--- src/design/cftc_pkg.sv ---
// ----------------------------------------------------------------------------
// cftc_pkg
// shared types, character codes and classifier functions of the tokenizer
// ----------------------------------------------------------------------------
`timescale 1ns / 1ps

package cftc_pkg;

  // default geometry
  localparam int MAX_ROWS_DEF    = 64;
  localparam int MAX_COLS_DEF    = 32;
  localparam int FIELD_LIMIT_DEF = 254;

  // depth of the queue between front and back
  localparam int QUEUE_DEPTH = 4;

  // fixed widths of the result fields
  localparam int ROW_OUT_W  = 6;
  localparam int COL_OUT_W  = 5;
  localparam int LEN_OUT_W  = 8;
  localparam int M_TDATA_W  = 32;

  // character codes
  localparam logic [7:0] CH_LF     = 8'h0A;
  localparam logic [7:0] CH_SPACE  = 8'h20;
  localparam logic [7:0] CH_QUOTE  = 8'h22;
  localparam logic [7:0] CH_COMMA  = 8'h2C;
  localparam logic [7:0] CH_MINUS  = 8'h2D;
  localparam logic [7:0] CH_DOT    = 8'h2E;
  localparam logic [7:0] CH_ZERO   = 8'h30;
  localparam logic [7:0] CH_NINE   = 8'h39;
  localparam logic [7:0] CH_EQUAL  = 8'h3D;

  typedef enum logic [2:0] {
    CL_START   = 3'd0,
    CL_MINUS   = 3'd1,
    CL_INT     = 3'd2,
    CL_FLOAT   = 3'd3,
    CL_STRING  = 3'd4,
    CL_FORMULA = 3'd5
  } class_t;

  typedef enum logic [2:0] {
    FT_EMPTY   = 3'd0,
    FT_STRING  = 3'd1,
    FT_INTEGER = 3'd2,
    FT_FLOAT   = 3'd3,
    FT_FORMULA = 3'd4
  } ftype_t;

  typedef enum logic {
    KIND_CHAR = 1'b0,
    KIND_END  = 1'b1
  } kind_t;

  // one queue entry: up to two results caused by one request
  typedef struct packed {
    logic                   has_end;
    logic                   has_char;
    logic [ROW_OUT_W-1:0]   end_row;
    logic [COL_OUT_W-1:0]   end_col;
    ftype_t                 end_type;
    logic [LEN_OUT_W-1:0]   end_len;
    logic                   end_fin;
    logic [ROW_OUT_W-1:0]   chr_row;
    logic [COL_OUT_W-1:0]   chr_col;
    logic [7:0]             chr;
  } entry_t;

  // one result on the output side
  typedef struct packed {
    kind_t                  kind;
    logic [ROW_OUT_W-1:0]   row;
    logic [COL_OUT_W-1:0]   column;
    logic [7:0]             out_char;
    ftype_t                 ftype;
    logic [LEN_OUT_W-1:0]   len;
    logic                   finished;
    logic                   last;
  } res_t;

  function automatic logic is_digit(input logic [7:0] c);
    return (c >= CH_ZERO) && (c <= CH_NINE);
  endfunction

  function automatic class_t class_next(input class_t s, input logic [7:0] c);
    class_t n;
    case (s)
      CL_START: begin
        if (c == CH_MINUS) n = CL_MINUS;
        else if (is_digit(c)) n = CL_INT;
        else if (c == CH_EQUAL) n = CL_FORMULA;
        else n = CL_STRING;
      end
      CL_MINUS: n = is_digit(c) ? CL_INT : CL_STRING;
      CL_INT: begin
        if (is_digit(c)) n = CL_INT;
        else if (c == CH_DOT) n = CL_FLOAT;
        else n = CL_STRING;
      end
      CL_FLOAT:   n = is_digit(c) ? CL_FLOAT : CL_STRING;
      CL_FORMULA: n = CL_FORMULA;
      default:    n = CL_STRING;
    endcase
    return n;
  endfunction

  function automatic ftype_t class_type(input class_t s);
    ftype_t t;
    case (s)
      CL_START:   t = FT_EMPTY;
      CL_INT:     t = FT_INTEGER;
      CL_FLOAT:   t = FT_FLOAT;
      CL_FORMULA: t = FT_FORMULA;
      default:    t = FT_STRING;
    endcase
    return t;
  endfunction

endpackage

--- src/design/csv_field_tokenizer_classifier.sv ---
// ----------------------------------------------------------------------------
// csv_field_tokenizer_classifier
// streaming csv tokenizer that echoes field bytes and reports field types
// ----------------------------------------------------------------------------
// The block takes csv text one byte per request and never stalls its input
// on its own work: a new byte is accepted every cycle while the internal
// queue has room. Each stored byte is echoed as a character result with its
// row and column; a comma or newline after a non-empty field, a forced split
// at FIELD_LIMIT characters, a newline on the last row or the end-of-input
// flag closes the field with an end result carrying its type (empty, string,
// integer, float or formula) and length. Quote bytes toggle quoting and give
// no result; spaces outside quotes are dropped. From input to output, the
// front registers results into a four-entry queue, the back part registers
// them into the output stage. A byte that forces a split gives two results,
// so it takes the output register twice; the sustained input rate is one
// byte per cycle otherwise, while the result stream is not stalled, bounded
// by the single output register. After the end of input, or a newline on the
// last row, the block drops every further byte. No clearing pass after reset.
// ----------------------------------------------------------------------------
`timescale 1ns / 1ps

module csv_field_tokenizer_classifier
  import cftc_pkg::*;
#(
  parameter int MAX_ROWS    = MAX_ROWS_DEF,
  parameter int MAX_COLS    = MAX_COLS_DEF,
  parameter int FIELD_LIMIT = FIELD_LIMIT_DEF
) (
  input  logic                 clk,
  input  logic                 rst,
  // input byte stream
  input  logic                 s_axis_tvalid,
  output logic                 s_axis_tready,
  input  logic [7:0]           s_axis_tdata,  // ch
  input  logic [0:0]           s_axis_tuser,  // end_of_input
  // result stream
  output logic                 m_axis_tvalid,
  input  logic                 m_axis_tready,
  output logic [M_TDATA_W-1:0] m_axis_tdata,  // row, column, out_char, field_type,
                                              // field_length, finished, zero pad
  output logic [0:0]           m_axis_tuser,  // kind
  output logic                 m_axis_tlast   // last
);

  logic   accept;
  logic   push;
  entry_t ent;
  logic   q_full, q_valid, q_pop;
  entry_t q_head;
  res_t   res;

  // conservative: hold off whenever the queue is full
  assign s_axis_tready = !q_full;
  assign accept        = s_axis_tvalid && s_axis_tready;

  // front: parse state, cell position, field classifier
  cftc_front #(
    .MAX_ROWS    (MAX_ROWS),
    .MAX_COLS    (MAX_COLS),
    .FIELD_LIMIT (FIELD_LIMIT)
  ) u_front (
    .clk    (clk),
    .rst    (rst),
    .accept (accept),
    .ch     (s_axis_tdata),
    .eoi    (s_axis_tuser[0]),
    .push   (push),
    .ent    (ent)
  );

  // decoupling queue, one entry per request that yields results
  cftc_fifo u_fifo (
    .clk       (clk),
    .rst       (rst),
    .wr_en     (push),
    .wr_data   (ent),
    .rd_en     (q_pop),
    .full      (q_full),
    .not_empty (q_valid),
    .rd_data   (q_head)
  );

  // back: serializes an entry into one or two results
  cftc_back u_back (
    .clk        (clk),
    .rst        (rst),
    .head_valid (q_valid),
    .head       (q_head),
    .pop        (q_pop),
    .out_valid  (m_axis_tvalid),
    .out_res    (res),
    .out_ready  (m_axis_tready)
  );

  // pack result fields, lowest first
  assign m_axis_tdata = {1'b0, res.finished, res.len, res.ftype,
                         res.out_char, res.column, res.row};
  assign m_axis_tuser = res.kind;
  assign m_axis_tlast = res.last;

endmodule

--- src/design/cftc_front.sv ---
// ----------------------------------------------------------------------------
// cftc_front
// accepts text bytes, tracks cell position, quoting and field class
// ----------------------------------------------------------------------------
`timescale 1ns / 1ps

module cftc_front
  import cftc_pkg::*;
#(
  parameter int MAX_ROWS    = MAX_ROWS_DEF,
  parameter int MAX_COLS    = MAX_COLS_DEF,
  parameter int FIELD_LIMIT = FIELD_LIMIT_DEF
) (
  input  logic       clk,
  input  logic       rst,
  input  logic       accept,
  input  logic [7:0] ch,
  input  logic       eoi,
  output logic       push,
  output entry_t     ent
);

  localparam int ROW_W = (MAX_ROWS > 1) ? $clog2(MAX_ROWS) : 1;
  localparam int COL_W = (MAX_COLS > 1) ? $clog2(MAX_COLS) : 1;
  localparam int CNT_W = $clog2(FIELD_LIMIT + 1);
  localparam logic [ROW_W-1:0] LAST_ROW = ROW_W'(MAX_ROWS - 1);
  localparam logic [COL_W-1:0] LAST_COL = COL_W'(MAX_COLS - 1);
  localparam logic [CNT_W-1:0] LIMIT    = CNT_W'(FIELD_LIMIT);

  logic [ROW_W-1:0] row, row_next, adv_row;
  logic [COL_W-1:0] col, col_next, adv_col;
  logic             quotes, quotes_next;
  class_t           cls, cls_next;
  logic [CNT_W-1:0] cnt, cnt_next;
  logic             done, done_next;
  logic             split;

  always_ff @(posedge clk) begin
    if (rst) begin
      row    <= '0;
      col    <= '0;
      quotes <= 1'b0;
      cls    <= CL_START;
      cnt    <= '0;
      done   <= 1'b0;
    end else begin
      row    <= row_next;
      col    <= col_next;
      quotes <= quotes_next;
      cls    <= cls_next;
      cnt    <= cnt_next;
      done   <= done_next;
    end
  end

  // next cell; stays put on the last cell
  always_comb begin
    adv_row = row;
    adv_col = col;
    if (col != LAST_COL) begin
      adv_col = col + 1'b1;
    end else if (row != LAST_ROW) begin
      adv_row = row + 1'b1;
      adv_col = '0;
    end
  end

  assign split = (cnt >= LIMIT);

  always_comb begin
    row_next    = row;
    col_next    = col;
    quotes_next = quotes;
    cls_next    = cls;
    cnt_next    = cnt;
    done_next   = done;
    ent          = '0;
    ent.end_row  = ROW_OUT_W'(row);
    ent.end_col  = COL_OUT_W'(col);
    ent.end_type = class_type(cls);
    ent.end_len  = LEN_OUT_W'(cnt);
    ent.chr      = ch;
    ent.chr_row  = ROW_OUT_W'(row);
    ent.chr_col  = COL_OUT_W'(col);
    if (accept && !done) begin
      if (eoi) begin
        ent.has_end = 1'b1;
        ent.end_fin = 1'b1;
        cls_next    = CL_START;
        cnt_next    = '0;
        done_next   = 1'b1;
      end else if (ch == CH_LF) begin
        cls_next = CL_START;
        cnt_next = '0;
        if (row != LAST_ROW) begin
          ent.has_end = (cnt != '0);
          quotes_next = 1'b0;
          row_next    = row + 1'b1;
          col_next    = '0;
        end else begin
          ent.has_end = 1'b1;
          ent.end_fin = 1'b1;
          done_next   = 1'b1;
        end
      end else if (ch == CH_QUOTE) begin
        quotes_next = !quotes;
      end else if ((ch != CH_COMMA && ch != CH_SPACE) || quotes) begin
        ent.has_char = 1'b1;
        if (split) begin
          // full field: close it and store the byte into the next cell
          ent.has_end = 1'b1;
          row_next    = adv_row;
          col_next    = adv_col;
          ent.chr_row = ROW_OUT_W'(adv_row);
          ent.chr_col = COL_OUT_W'(adv_col);
          cls_next    = class_next(CL_START, ch);
          cnt_next    = CNT_W'(1);
        end else begin
          cls_next = class_next(cls, ch);
          cnt_next = cnt + 1'b1;
        end
      end else if (ch == CH_COMMA) begin
        ent.has_end = (cnt != '0);
        row_next    = adv_row;
        col_next    = adv_col;
        cls_next    = CL_START;
        cnt_next    = '0;
      end
    end
    push = ent.has_end || ent.has_char;
  end

endmodule

--- src/design/cftc_fifo.sv ---
// ----------------------------------------------------------------------------
// cftc_fifo
// short queue of result entries between front and back
// ----------------------------------------------------------------------------
`timescale 1ns / 1ps

module cftc_fifo
  import cftc_pkg::*;
(
  input  logic   clk,
  input  logic   rst,
  input  logic   wr_en,
  input  entry_t wr_data,
  input  logic   rd_en,
  output logic   full,
  output logic   not_empty,
  output entry_t rd_data
);

  localparam int PTR_W = (QUEUE_DEPTH > 1) ? $clog2(QUEUE_DEPTH) : 1;
  localparam int CNT_W = $clog2(QUEUE_DEPTH + 1);

  entry_t           mem [QUEUE_DEPTH];
  logic [PTR_W-1:0] wr_ptr, rd_ptr;
  logic [CNT_W-1:0] count;

  assign full      = (count == CNT_W'(QUEUE_DEPTH));
  assign not_empty = (count != '0);
  assign rd_data   = mem[rd_ptr];

  always_ff @(posedge clk) begin
    if (wr_en) begin
      mem[wr_ptr] <= wr_data;
    end
  end

  always_ff @(posedge clk) begin
    if (rst) begin
      wr_ptr <= '0;
      rd_ptr <= '0;
      count  <= '0;
    end else begin
      if (wr_en) begin
        wr_ptr <= (wr_ptr == PTR_W'(QUEUE_DEPTH - 1)) ? '0 : wr_ptr + 1'b1;
      end
      if (rd_en) begin
        rd_ptr <= (rd_ptr == PTR_W'(QUEUE_DEPTH - 1)) ? '0 : rd_ptr + 1'b1;
      end
      case ({wr_en, rd_en})
        2'b10:   count <= count + 1'b1;
        2'b01:   count <= count - 1'b1;
        default: count <= count;
      endcase
    end
  end

endmodule

--- src/design/cftc_back.sv ---
// ----------------------------------------------------------------------------
// cftc_back
// splits queue entries into results and holds them in the output register
// ----------------------------------------------------------------------------
`timescale 1ns / 1ps

module cftc_back
  import cftc_pkg::*;
(
  input  logic   clk,
  input  logic   rst,
  input  logic   head_valid,
  input  entry_t head,
  output logic   pop,
  output logic   out_valid,
  output res_t   out_res,
  input  logic   out_ready
);

  logic out_vld;
  logic phase, phase_next;
  logic load, take_end;
  res_t res_next;

  assign load      = !out_vld || out_ready;
  assign out_valid = out_vld;
  // end part goes first while the entry still has it pending
  assign take_end  = head.has_end && !phase;

  always_comb begin
    res_next          = '0;
    phase_next        = phase;
    pop               = 1'b0;
    if (take_end) begin
      res_next.kind     = KIND_END;
      res_next.row      = head.end_row;
      res_next.column   = head.end_col;
      res_next.ftype    = head.end_type;
      res_next.len      = head.end_len;
      res_next.finished = head.end_fin;
      res_next.last     = !head.has_char;
    end else begin
      res_next.kind     = KIND_CHAR;
      res_next.row      = head.chr_row;
      res_next.column   = head.chr_col;
      res_next.out_char = head.chr;
      res_next.ftype    = FT_EMPTY;
      res_next.last     = 1'b1;
    end
    if (load && head_valid) begin
      if (take_end && head.has_char) begin
        phase_next = 1'b1;
      end else begin
        phase_next = 1'b0;
        pop        = 1'b1;
      end
    end
  end

  always_ff @(posedge clk) begin
    if (rst) begin
      out_vld <= 1'b0;
      phase   <= 1'b0;
    end else begin
      phase <= phase_next;
      if (load) begin
        out_vld <= head_valid;
      end
    end
  end

  always_ff @(posedge clk) begin
    if (load && head_valid) begin
      out_res <= res_next;
    end
  end

endmodule

--- config.mk ---
export PLATFORM = sky130hd
export DESIGN_NAME = csv_field_tokenizer_classifier
export DESIGN_NICKNAME = d
export VERILOG_FILES = /design/src/design/cftc_pkg.sv /design/src/design/csv_field_tokenizer_classifier.sv /design/src/design/cftc_front.sv /design/src/design/cftc_fifo.sv /design/src/design/cftc_back.sv
export SDC_FILE = /design/constraint.sdc
export NUM_CORES = 1
export LEC_CHECK = 0
export BUFFER_PORTS_ARGS = -buffer_cell sky130_fd_sc_hd__buf_2
export CELL_PAD_IN_SITES_DETAIL_PLACEMENT = 0
export CELL_PAD_IN_SITES_GLOBAL_PLACEMENT = 1
export CORE_UTILIZATION = 56
export DETAILED_ROUTE_END_ITERATION = 8
export PLACE_DENSITY_LB_ADDON = 0.1
export SLEW_MARGIN = 25
export SYNTH_ARGS = -nofsm -noshare
export SYNTH_HDL_FRONTEND = slang
export SYNTH_SLANG_ARGS = --single-unit
--- constraint.sdc ---
create_clock -name clk -period 10.7 [get_ports clk]
set_clock_uncertainty 0.05 [all_clocks]
set_input_delay 2.675 -clock clk [delete_from_list [all_inputs] [get_ports clk]]
set_output_delay 2.675 -clock clk [all_outputs]
set_load 0.005 [all_outputs]
==> impl_metrics.yaml <==
global_route:
  grt-ovfl-total: 0
  grt_pass1_vias: 5366
  antenna_found_initial: 0
  grt_pass1_wl_um: 29200
  grt.total_usage_pct: 21.4
  grt_max_degree: 45
detailed_routing:
  dr.pass1.iters: 5
  drc: 0
  vias_per_cell: 5.91
  wirelength_um: 18600
  wl_per_cell_um: 20.8
  ant_nets: 0
  vias: 5268
  drt_iter0_drc: 404
worst_setup_path:
  critical_path_class: "in2reg"
  cp.required_ns: 11.07
  crit_slowest_cell: "nor2_1"
  cp_common_cell: "inv_1"
  crit_arrival_ns: 6.16
  path_delay_family: "simple AND/OR/NAND/NOR gates"
  cp-start-kind: "input pin"
  critical_path_buf_inv_count: 3
  crit_chain: "buf_2 -> nor3b_1 -> nand4_1 -> nand2b_1 -> inv_1 -> nor2_1 -> ha_1 -> inv_1 -> fa_1 -> xor2_1 -> or3_1 -> a21oi_1"
  path_max_fanout: 10
  end_kind: "flip-flop"
  cpPeakStageDelay_ns: 0.64
synthesis:
  yosysSeqAreaShare_pct: 70.6
  synth_edf_count: 209
  yosysUniqueCellTypes: 62
  synth_flop_cell: "edfxtp_1"
  synthTopCellsByArea: "edfxtp_1 (63%), mux4_2 (9.8%), dfxtp_1 (7.1%), mux2_2 (1.9%), nor2_1 (1.8%)"
  synthesis.area_sq_um: 9890
  avgSynthCellArea_sq_um: 16.8
  syn_nets: 614
  yosysTopAreaCell: "edfxtp_1"
  synth_cells: 588
  ys_warn_count: 0
  async_flop_share_pct: 0
  synth_seq_cells: 244
  synthDominantCellAreaShare_pct: 63.5
pwr:
  peakVddDrop_mv: 0.271
  total_power_mw: 2.78
  switchingPower_mw: 0.721
  clkPwrFrac_pct: 32.0
  p_seq_share_pct: 45.7
  cell_internal_pwr_mw: 2.06
  power.share.combinational_pct: 22.3
  p_per_area_nw_per_um2: 247
  switching_share_pct: 25.9
  leakagePower_nw: 3.80
timing:
  max_freq_mhz: 173
  rsz0062_at_grt: "no"
  maxSlewHeadroom_pct: 40.7
  fin_crit_sh_pct: 54.2
  final.setup.tns_ns: 0
  tightest_slew_ns: 0.887
  report.final.slew_viol_count: 0
  finalHoldViolCount: 0
  period_needed_ns: 5.80
  setup_violations: 0
layout:
  drive_gt1_share_pct: 25.2
  syn_to_final_growth_pct: 14.1
  nets: 674
  diodes: 0
die:
  ios: 49
  die_w_um: 135
  die_h_um: 135
  core.rowCount: 48
  dieArea_sq_um: 18200
  initial_utilization_pct: 57.2
  core_area_sq_um: 17300
clocking:
  cts_hold_buf: 0
  clock_latency_ns: 0.51
  clockBufferDepth: 3
  cts_tree: "built"
  post_cts_buffers: 0
  numCtsBuffers: 25
  cts-root-buf: "clkbuf_16"
  path_clk_slew_ns: 0.06
  clock-sinks: 244
  post_cts_resized: 0
  htree_levels: 1
placed_design:
  portBuffers: 47
  place_congestion: 0.807
  hpwlAfterDp_um: 11500
hold_path:
  worst_hold_path_type: "reg2reg"
run:
  drv_cap: 0
run_status:
  status: "finished clean"
==> worst register-to-register path, delay by kind of cell, from the launching register on <==
kind	cells	cell delay (ns)
and+or+nand+nor	4	1.77
buffers and inverters	2	0.22
xor gates and xnor gates	1	0.17
DFF	1	0.45
adders and majority gates	3	0.91
AOI/OAI and AO/OA	3	0.60
==> layout by cell type, fill, tap and decap left out, drive strengths merged, types with 3 or more instances in the layout <==
cell type | Yosys | routed
inv | 14 | 14
nor3b | 3 | 3
bufinv | 0 | 4
nand3 | 11 | 11
and3 | 4 | 4
nor2b | 20 | 20
a31oi | 5 | 5
xor2 | 9 | 9
dfxtp | 35 | 35
buf | 9 | 55
a21oi | 20 | 20
nand2b | 8 | 8
or3 | 3 | 3
nor3 | 10 | 10
clkinv | 0 | 6
o21a | 4 | 4
nand4 | 5 | 5
edfxtp | 209 | 209
mux2i | 4 | 4
clkbuf | 13 | 34
o21ai | 10 | 10
o31ai | 5 | 5
mux4 | 43 | 43
nor4b | 4 | 4
o41ai | 3 | 3
ha | 12 | 12
and2 | 9 | 9
mux2 | 17 | 17
nand2 | 19 | 19
nor2 | 47 | 47
==> per-stage QoR <==
step	utilization, %	cell area, sq um	hold slack [ns]	cells	worst slack [ns]
floorplan	-	9890	0.411	588	4.14
global placement	60.2	10400	0.429	846	4.45
global route	65.2	11300	0.458	891	4.63
detailed placement	60.2	10400	0.434	846	4.23
CTS	65.2	11300	0.446	891	4.76
finish	65.2	11300	0.443	891	4.90
==> path summary, 6_finish.rpt <==
kind,start,endpoint,slack [ns],cells after the start
hold reg to reg,u_back.phase$_SDFFE_PP0P_,u_back.phase$_SDFFE_PP0P_,0.44,2
setup / recovery,s_axis_tdata[5],u_fifo.count[2]$_SDFFE_PP0P_,4.90,12
hold / removal,u_back.phase$_SDFFE_PP0P_,u_back.phase$_SDFFE_PP0P_,0.44,2
setup reg to reg,u_front.cnt[1]$_SDFFE_PP0P_,u_fifo.count[2]$_SDFFE_PP0P_,6.45,13
==> layer usage <==
layer  vias to the layer above  GRT usage [%]  wire length, um
met3                        27           2.44              717
li1                       2430              -                -
met2                       125           36.4             9330
met4                         0           6.12              321
met1                      2686           29.3             8190
met5                         -              0                0
==> sequential cells by signal (all words and copies together), names as in the netlist, named ones only <==
signal            cells
u_front.col           5
u_fifo.mem          176
u_fifo.count          3
u_back.phase          1
u_front.quotes        1
u_back.out_valid      1
u_fifo.wr_ptr         2
u_front.done          1
u_front.cls           3
u_front.row           6
u_fifo.rd_ptr         2
u_back.out_res       33
u_front.cnt           8
==> Yosys cell counts, drive strengths merged, types with 5 or more instances <==
master,number
mux2,17
inv,14
o31ai,5
edfxtp,209
a31oi,5
nand4,5
o21ai,10
mux4,43
ha,12
and2,9
nand2b,8
a21oi,20
buf,9
nor2b,20
nand3,11
nor2,47
nand2,19
clkbuf,13
xor2,9
dfxtp,35
nor3,10
==> final cells by class <==
type                            instances  area [sq um]
Multi-Input combinational cell        308          2810
Timing Repair Buffer                   55           295
Tap cell                              225           282
Fill cell                            1236          6020
Inverter                               14          52.6
Clock buffer                           34           709
Sequential cell                       244          6980
Clock inverter                         11           158
==> power by group through the flow <==
| stage | combinational, mW | clock, mW | sequential (mW) |
|---|---|---|---|
| CTS | 0.638 | 0.910 | 1.27 |
| finish | 0.620 | 0.891 | 1.27 |
| global route | 0.687 | 0.945 | 1.29 |
| detailed placement | 0.636 | 0 | 1.29 |
| floorplan | 0.412 | 0 | 1.30 |
| global placement | 0.615 | 0 | 1.29 |
==> cell families after synthesis <==
| group | share of synthesized area, % |
|---|---|
| fa+ha+maj | 1.72 |
| flops | 70.6 |
| compound gates | 4.78 |
| mux | 12.1 |
| other cells | 0.0379 |
| xor+xnor | 0.886 |
| buf+inv | 1.56 |
| simple gates | 8.33 |
Power figures use the tool's default switching activity.
